$ cat src/oahp_pkg.sv
// ----------------------------------------------------------------------------
// oahp_pkg
// Shared types and constants of the hash table probe engine: geometry,
// command and mark codes, result kinds, and the controller/datapath buses.
// ----------------------------------------------------------------------------
package oahp_pkg;

    // table geometry
    localparam int SLOTS      = 256;
    localparam int SLOT_W     = $clog2(SLOTS);
    localparam int CAP_W      = SLOT_W + 1;
    localparam int KEY_BYTES  = 8;
    localparam int KEY_W      = 8 * KEY_BYTES;
    localparam int VALUE_BITS = 32;
    localparam int BCNT_W     = (KEY_BYTES > 1) ? $clog2(KEY_BYTES) : 1;

    // ELF hash: running hash fits in 36 bits, top nibble folds down by 24
    localparam int HASH_W     = 36;
    localparam int FOLD_SHIFT = 24;
    localparam int MCNT_W     = $clog2(HASH_W);

    // command codes
    localparam logic [1:0] CMD_WRITE  = 2'd0;
    localparam logic [1:0] CMD_LOOKUP = 2'd1;
    localparam logic [1:0] CMD_FIRST  = 2'd2;
    localparam logic [1:0] CMD_NEXT   = 2'd3;

    // slot marks
    localparam logic [1:0] MARK_EMPTY = 2'd0;
    localparam logic [1:0] MARK_TOMB  = 2'd1;
    localparam logic [1:0] MARK_OCC   = 2'd2;

    // result kinds
    localparam logic [2:0] RES_NONE       = 3'd0;
    localparam logic [2:0] RES_WRITE      = 3'd1;
    localparam logic [2:0] RES_HIT        = 3'd2;
    localparam logic [2:0] RES_MISS_HERE  = 3'd3;
    localparam logic [2:0] RES_MISS_START = 3'd4;
    localparam logic [2:0] RES_SCAN_HIT   = 3'd5;

    typedef struct packed {
        logic       ld;
        logic       hash_init;
        logic       hash_step;
        logic       mod_init;
        logic       mod_step;
        logic       probe_init;
        logic       probe_adv;
        logic       scan_zero;
        logic       scan_next;
        logic       scan_adv;
        logic       rd_idx;
        logic       rd_sidx;
        logic       wr;
        logic       res_set;
        logic [2:0] res_kind;
        logic       out_load;
    } t_dp_cmd;

    typedef struct packed {
        logic [1:0] cmd;
        logic       bad_write;
        logic       count_zero;
        logic       hash_last;
        logic       mod_last;
        logic       m_empty;
        logic       m_occ;
        logic       key_match;
        logic       probe_last;
        logic       scan_last;
        logic       next_none;
        logic       out_free;
    } t_dp_stat;

endpackage

$ cat src/oahp_ctrl.sv
// ----------------------------------------------------------------------------
// oahp_ctrl
// Sequencer of the probe engine: decodes a command, steps the hash and the
// modulo, walks the probe and the scans, and hands the result to the output.
// ----------------------------------------------------------------------------
module oahp_ctrl (
    input  logic                i_clk,
    input  logic                i_rst_n,
    input  logic                i_in_valid,
    output logic                o_in_ready,
    input  oahp_pkg::t_dp_stat  i_stat,
    output oahp_pkg::t_dp_cmd   o_cmd
);

    localparam logic [3:0] S_IDLE = 4'd0;
    localparam logic [3:0] S_DEC  = 4'd1;
    localparam logic [3:0] S_WWR  = 4'd2;
    localparam logic [3:0] S_HASH = 4'd3;
    localparam logic [3:0] S_MINI = 4'd4;
    localparam logic [3:0] S_MOD  = 4'd5;
    localparam logic [3:0] S_PINI = 4'd6;
    localparam logic [3:0] S_PRD  = 4'd7;
    localparam logic [3:0] S_PEV  = 4'd8;
    localparam logic [3:0] S_SRD  = 4'd9;
    localparam logic [3:0] S_SEV  = 4'd10;
    localparam logic [3:0] S_OUT  = 4'd11;

    logic [3:0] r_state;
    logic [3:0] n_state;

    assign o_in_ready = (r_state == S_IDLE);

    // hold state
    always_ff @(posedge i_clk) begin
        if (!i_rst_n) begin
            r_state <= S_IDLE;
        end else begin
            r_state <= n_state;
        end
    end

    // next state and commands
    always_comb begin
        n_state = r_state;
        o_cmd   = '0;
        case (r_state)
            S_IDLE: begin
                if (i_in_valid) begin
                    o_cmd.ld = 1'b1;
                    n_state  = S_DEC;
                end
            end
            S_DEC: begin
                if (i_stat.cmd == oahp_pkg::CMD_WRITE) begin
                    if (i_stat.bad_write) begin
                        o_cmd.res_set  = 1'b1;
                        o_cmd.res_kind = oahp_pkg::RES_WRITE;
                        n_state        = S_OUT;
                    end else begin
                        o_cmd.rd_sidx = 1'b1;
                        n_state       = S_WWR;
                    end
                end else if (i_stat.count_zero) begin
                    o_cmd.res_set  = 1'b1;
                    o_cmd.res_kind = oahp_pkg::RES_NONE;
                    n_state        = S_OUT;
                end else if (i_stat.cmd == oahp_pkg::CMD_FIRST) begin
                    o_cmd.scan_zero = 1'b1;
                    n_state         = S_SRD;
                end else begin
                    o_cmd.hash_init = 1'b1;
                    n_state         = S_HASH;
                end
            end
            S_WWR: begin
                o_cmd.wr       = 1'b1;
                o_cmd.res_set  = 1'b1;
                o_cmd.res_kind = oahp_pkg::RES_WRITE;
                n_state        = S_OUT;
            end
            S_HASH: begin
                o_cmd.hash_step = 1'b1;
                if (i_stat.hash_last) begin
                    n_state = S_MINI;
                end
            end
            S_MINI: begin
                o_cmd.mod_init = 1'b1;
                n_state        = S_MOD;
            end
            S_MOD: begin
                o_cmd.mod_step = 1'b1;
                if (i_stat.mod_last) begin
                    n_state = S_PINI;
                end
            end
            S_PINI: begin
                o_cmd.probe_init = 1'b1;
                n_state          = S_PRD;
            end
            S_PRD: begin
                o_cmd.rd_idx = 1'b1;
                n_state      = S_PEV;
            end
            S_PEV: begin
                if (i_stat.m_empty) begin
                    o_cmd.res_set  = 1'b1;
                    o_cmd.res_kind = (i_stat.cmd == oahp_pkg::CMD_LOOKUP) ?
                                     oahp_pkg::RES_MISS_HERE : oahp_pkg::RES_NONE;
                    n_state        = S_OUT;
                end else if (i_stat.m_occ && i_stat.key_match) begin
                    if (i_stat.cmd == oahp_pkg::CMD_LOOKUP) begin
                        o_cmd.res_set  = 1'b1;
                        o_cmd.res_kind = oahp_pkg::RES_HIT;
                        n_state        = S_OUT;
                    end else if (i_stat.next_none) begin
                        o_cmd.res_set  = 1'b1;
                        o_cmd.res_kind = oahp_pkg::RES_NONE;
                        n_state        = S_OUT;
                    end else begin
                        o_cmd.scan_next = 1'b1;
                        n_state         = S_SRD;
                    end
                end else if (i_stat.probe_last) begin
                    o_cmd.res_set  = 1'b1;
                    o_cmd.res_kind = (i_stat.cmd == oahp_pkg::CMD_LOOKUP) ?
                                     oahp_pkg::RES_MISS_START : oahp_pkg::RES_NONE;
                    n_state        = S_OUT;
                end else begin
                    o_cmd.probe_adv = 1'b1;
                    n_state         = S_PRD;
                end
            end
            S_SRD: begin
                o_cmd.rd_idx = 1'b1;
                n_state      = S_SEV;
            end
            S_SEV: begin
                if (i_stat.m_occ) begin
                    o_cmd.res_set  = 1'b1;
                    o_cmd.res_kind = oahp_pkg::RES_SCAN_HIT;
                    n_state        = S_OUT;
                end else if (i_stat.scan_last) begin
                    o_cmd.res_set  = 1'b1;
                    o_cmd.res_kind = oahp_pkg::RES_NONE;
                    n_state        = S_OUT;
                end else begin
                    o_cmd.scan_adv = 1'b1;
                    n_state        = S_SRD;
                end
            end
            S_OUT: begin
                if (i_stat.out_free) begin
                    o_cmd.out_load = 1'b1;
                    n_state        = S_IDLE;
                end
            end
            default: begin
                n_state = S_IDLE;
            end
        endcase
    end

endmodule

$ cat config.mk
export PLATFORM = sky130hd
export DESIGN_NAME = oahp_ctrl
export DESIGN_NICKNAME = d
export VERILOG_FILES = /design/src/oahp_pkg.sv /design/src/oahp_ctrl.sv
export SDC_FILE = /design/constraint.sdc
export NUM_CORES = 1
export LEC_CHECK = 0
export BUFFER_PORTS_ARGS = -buffer_cell sky130_fd_sc_hd__buf_4
export CORE_MARGIN = 2
export CORE_UTILIZATION = 45
export CTS_CLUSTER_SIZE = 14
export DETAILED_ROUTE_END_ITERATION = 12
export PLACE_DENSITY_LB_ADDON = 0.3
export SYNTH_ARGS = -nofsm -noshare
export SYNTH_HDL_FRONTEND = slang
export SYNTH_SLANG_ARGS = --single-unit
$ cat constraint.sdc
create_clock -name i_clk -period 2.1 [get_ports i_clk]
set_input_delay 0.21 -clock i_clk [delete_from_list [all_inputs] [get_ports i_clk]]
set_output_delay 0.21 -clock i_clk [all_outputs]
set_load 0.05 [all_outputs]
======== After elaboration in Yosys (flattened, before gate mapping) ========
Index checks and enable logic that the tools add are counted.
word-level totals
  word-level logic and storage cells ...... 85
  flip-flop bits (word level) ............. 4
  bits of input ports ..................... 16
  output and inout bits ................... 19
cells by class
  mux-type cells .......................... 62
  reductions and logical operators ........ 5
  equality and inequality tests ........... 17
operators with widths
  kind                count
  $mux 4              21
  $pmux 4 s12         1
  $mux 1              33
  $eq 4x3->1 const B  4
  $eq 4x4->1 const B  4
  $pmux 4 s4          1
  $mux 2              5
  $eq 4x2->1 const B  2
  $ne 2x2->1 const B  4
  $eq 4x1->1 const B  1
  $logic_not 4->1     1
  $reduce_and 4->1    1
  $mux 3              1
  $eq 2x1->1 const B  1
  $eq 2x2->1 const B  1
  $logic_not 2->1     1
  $reduce_or 2->1     1
  $logic_and 1x1->1   1

======== Longest topological paths before layout ========
  depth in word-level cells ............... 6
  depth in mapped cells ................... 5
  mapped depth without buffers ............ 4

======== Worst setup path before layout ========
OpenSTA, ideal clock, no wires.
  kind .................................... register to output
  start point ............................. reg r_state[2]
  end point ............................... out o_cmd[17] (netlist name)
  slack ................................... -0.450 ns
  path buffers ............................ 1
  arrival time ............................ 2.340 ns
  data required time ...................... 1.890 ns
  stages on the path, launching flop included .. 5
  cell sequence ........................... dfxtp_1 > or2_1 > buf_2 > nor3_1 > and2_1
RTL lines
  item                      line             RTL
  start: declaration        oahp_ctrl.sv:28  logic [3:0] r_state;
  start signal: assignment  oahp_ctrl.sv:38  r_state <= n_state;
  end: declaration          oahp_ctrl.sv:12  output oahp_pkg::t_dp_cmd o_cmd

==> flow_summary.rst <==
.. list-table::
   :header-rows: 1

   * - Metric
     - Value
   * - Buffers added on ports
     - 34
   * - Total wire length after detailed routing
     - 1892 microns
   * - Ratio of routed vias to standard cells
     - 5.957
   * - Filler-free cell count of the finished design
     - 140
   * - Quantity of hold-fixing buffers added after cts
     - 0
   * - Class of the tightest hold or removal check
     - in -> reg
   * - Number of antenna violations at the first check in global routing
     - 0
   * - Register clock-pin slew on the reported worst setup and hold paths
     - 0.04 ns
   * - Clock share of power
     - 7.8%
   * - Number of enable-type register cells in the synthesized netlist
     - 0
   * - RePlAce Congestion
     - 0.8466
   * - Effective utilization at floorplan
     - 48.65%
   * - Synthesized area
     - 633.1 sq um
   * - Critical-path cell list
     - nand2b_1 > nor3_2 > and2_1 > a31o_2 > buf_4
   * - Clock tree root driver cell
     - clkbuf_4
   * - Drt first-iter violations
     - 26
   * - CP required
     - 1.89 ns
   * - Detailed Routing Iterations Pass 1
     - 4
   * - Total number of placement rows
     - 13
   * - Internal power
     - 510.1 uW
   * - Remaining design rule violation count
     - 0
   * - Aggregate negative setup slack
     - 0 ns
   * - DPL Wire Length
     - 1502 microns
   * - Net Count, Synth
     - 108
   * - TritonCTS clock tree
     - yes
   * - Layout Skew
     - 0.002045 ns
   * - Maxcap violations
     - 0
   * - Data arrival time of the critical path
     - 1.70 ns
   * - Synthesized area per cell
     - 6.882 sq um
   * - Global-route wire length before repair
     - 3001 microns
   * - Total of warnings raised by yosys
     - 0
   * - Main flop type after synthesis
     - dfxtp_1
   * - Fraction of the yosys area taken by sequential cells
     - 12.65%
   * - Share of final-layout standard cells stronger than drive strength 1
     - 41.60%
   * - Top fanout value on the critical path
     - 16
   * - CTS Buffer Depth
     - 2
   * - Placed cell area
     - 917.1 sq um
   * - Worst relative slew slack
     - 68.73%
   * - Floorplan die area
     - 1723 sq um
   * - Worst vdd ir
     - 0.001178 V
   * - Die width
     - 41.51 microns
   * - Sinks on Clock Net
     - 4
   * - Residual overflow from global routing
     - 0
   * - Unrepaired setup endpoints after global routing
     - no
   * - Detailed-route via count
     - 834
   * - DR WL met2
     - 905 microns
   * - Part of the power in combinational logic
     - 75.3%
   * - Flip-flop and latch area
     - 82.58 sq um
   * - Net switching power
     - 712.5 uW
   * - Vias in the first global route
     - 732
   * - I/O pins
     - 35
   * - Category of the worst setup path launch point
     - flip-flop
   * - Tot GR Track Use
     - 21.42%
   * - WL/cell
     - 13.51 microns
   * - Placed Cells
     - 137
   * - Total power per unit cell area
     - 1298 nW/um^2
   * - Worst-skew pair later-pin latency
     - 0.24 ns
   * - Synthesized instance count
     - 92
   * - Flip-flop and latch count after synthesis
     - 4
   * - Highest clock frequency the design can meet
     - 522.7 MHz
   * - Type of the setup path with the least slack
     - reg -> out
   * - Worst slack on hold paths
     - 0.2134 ns
   * - Met3 wire len
     - 106 microns
   * - Fraction of power spent switching nets
     - 58.28%
   * - Number of slew-limit violations in the final report
     - 0
   * - Max FFs per register
     - 4
   * - Final-stage net count
     - 143
   * - Routed met1 length
     - 855 microns
   * - Max stage delay cell, worst path
     - dfxtp_2
   * - Synth unique cells
     - 40
   * - Slew @ Worst Pin
     - 0.4683 ns
   * - Final instance area
     - 942.2 sq um
   * - Total core area
     - 1301 sq um
   * - Asr flop ratio synth
     - 0%
   * - Status
     - finished clean
   * - Registers with the highest flip-flop counts
     - r_state x4
   * - Filler cell count
     - 119
   * - Largest net degree at the start of global routing
     - 17
   * - CTS buffer count
     - 3
   * - Final clock period utilization by the worst path
     - 91.09%
   * - Min Tclk post-route
     - 1.913 ns
   * - Largest stage delay on the critical path
     - 0.46 ns
   * - Detail Route Antenna Nets
     - 0
   * - CTS H-tree depth
     - 1
   * - Number of setup violations in the final report
     - 0
   * - Largest register by flop count
     - r_state
   * - Layout overhead on the synthesized area
     - 48.81%
   * - Die Height
     - 41.51 microns
   * - Share of total power in sequential cells
     - 17.0%
   * - Footprint of the multi-input gates
     - 536.8 sq um
   * - Leakage power
     - 0.3919 nW
   * - Final count of hold timing violations
     - 0
   * - Crit path capture type
     - output pin
   * - Top layer used by detailed routing
     - met4
   * - Ant diodes
     - 0
==> cells in the mapped netlist (2+ instances only) <==
library cell,number,area [sq um]
a21oi_1,8,40.04
and2_1,3,18.77
buf_2,5,25.02
dfxtp_1,4,80.08
inv_1,3,11.26
mux2_2,2,22.52
nand2_1,2,7.510
nand2b_1,8,50.05
nand3_1,2,10.01
nand3b_1,2,15.01
nor2_1,9,33.78
nor2b_1,2,12.51
nor3_1,7,35.03
nor4_1,4,25.02
o21a_1,2,15.01
o21ai_0,2,10.01
o32ai_1,2,17.52
or3_1,2,12.51
or3b_1,2,17.52
==> logic make-up (layout without fill, tap and decap cells) <==
family | after synthesis | in the layout | synth area share (%)
AND/OR/NAND/NOR | 50 | 50 | 45.65
AO/OA/AOI/OAI | 26 | 26 | 30.04
buffers and inverters | 9 | 42 | 6.323
flip-flops | 4 | 4 | 12.65
multiplexers | 3 | 3 | 5.336
==> power by group through the flow <==
stage | combinational, mW | sequential, mW | clock (mW)
6_report | 0.920 | 0.207 | 0.0951
3_3_place_gp | 0.899 | 0.197 | 0
4_1_cts | 0.917 | 0.199 | 0.0979
3_5_place_dp | 0.914 | 0.200 | 0
5_1_grt | 0.973 | 0.216 | 0.106
2_1_floorplan | 0.749 | 0.138 | 0
==> worst max-delay path: cells and delay by family, from the launching register on <==
kind	cells	cell delay [ns]
buffers and inverters	1	0.19
AND/OR/NAND/NOR	3	0.66
AO/OA/AOI/OAI	1	0.16
flip-flops	1	0.46
==> layout make-up <==
| class | instances | area share (%) |
|---|---|---|
| repair buffers | 36 | 28.69 |
| inverters | 3 | 1.195 |
| multi-input cells | 79 | 56.97 |
| well taps | 15 | 1.992 |
| flip-flops and latches | 4 | 8.765 |
| clock buffers | 3 | 2.390 |
==> layout by cell type, fill, tap and decap left out, types with 2 or more instances in the layout <==
cell	count
a21oi_1	8
and2_1	3
buf_4	36
clkbuf_4	3
dfxtp_1	2
dfxtp_2	2
inv_1	3
mux2_2	2
nand2_1	2
nand2b_1	8
nand3_1	2
nand3b_1	2
nor2_1	9
nor2b_1	2
nor3_1	6
nor3_2	2
nor4_1	2
nor4_2	2
o21a_1	2
o21ai_0	2
o32ai_1	2
or3_1	2
or3b_1	2
==> repair_timing <==
| action | in CTS | in global routing |
|---|---|---|
| buffers inserted | 0 | 0 |
| resized for setup | 0 | 2 |
| hold endpoints to repair | 0 | 0 |
| endpoints found under the setup margin | 0 | 4 |
==> worst paths after layout <==
kind              start          to  slack [ns]  cells after the start
min reg2reg  r_state[0]  r_state[2]        0.74                      2
max reg2reg  r_state[1]  r_state[2]        0.47                      5
max          r_state[3]    o_cmd[3]        0.19                      5
min             i_rst_n  r_state[3]        0.21                      2
==> layer usage <==
metal  GRT usage (%)  vias up
met1           26.77      381
met5               0        -
met4           8.387        0
met2           34.69       34
li1                -      415
met3           5.652        4
==> through the flow <==
stage / total power [mW] / util [%] / setup slack [ns]
finish: 1.223 / 72.40 / 0.1870
global route: 1.296 / 72.40 / 0.04106
CTS: 1.215 / 72.21 / 0.03123
detailed placement: 1.114 / 70.48 / 0.2987
global placement: 1.096 / 70.48 / 0.3877
floorplan: 0.8866 / - / 0.01929
Power figures use the tool's default switching activity.
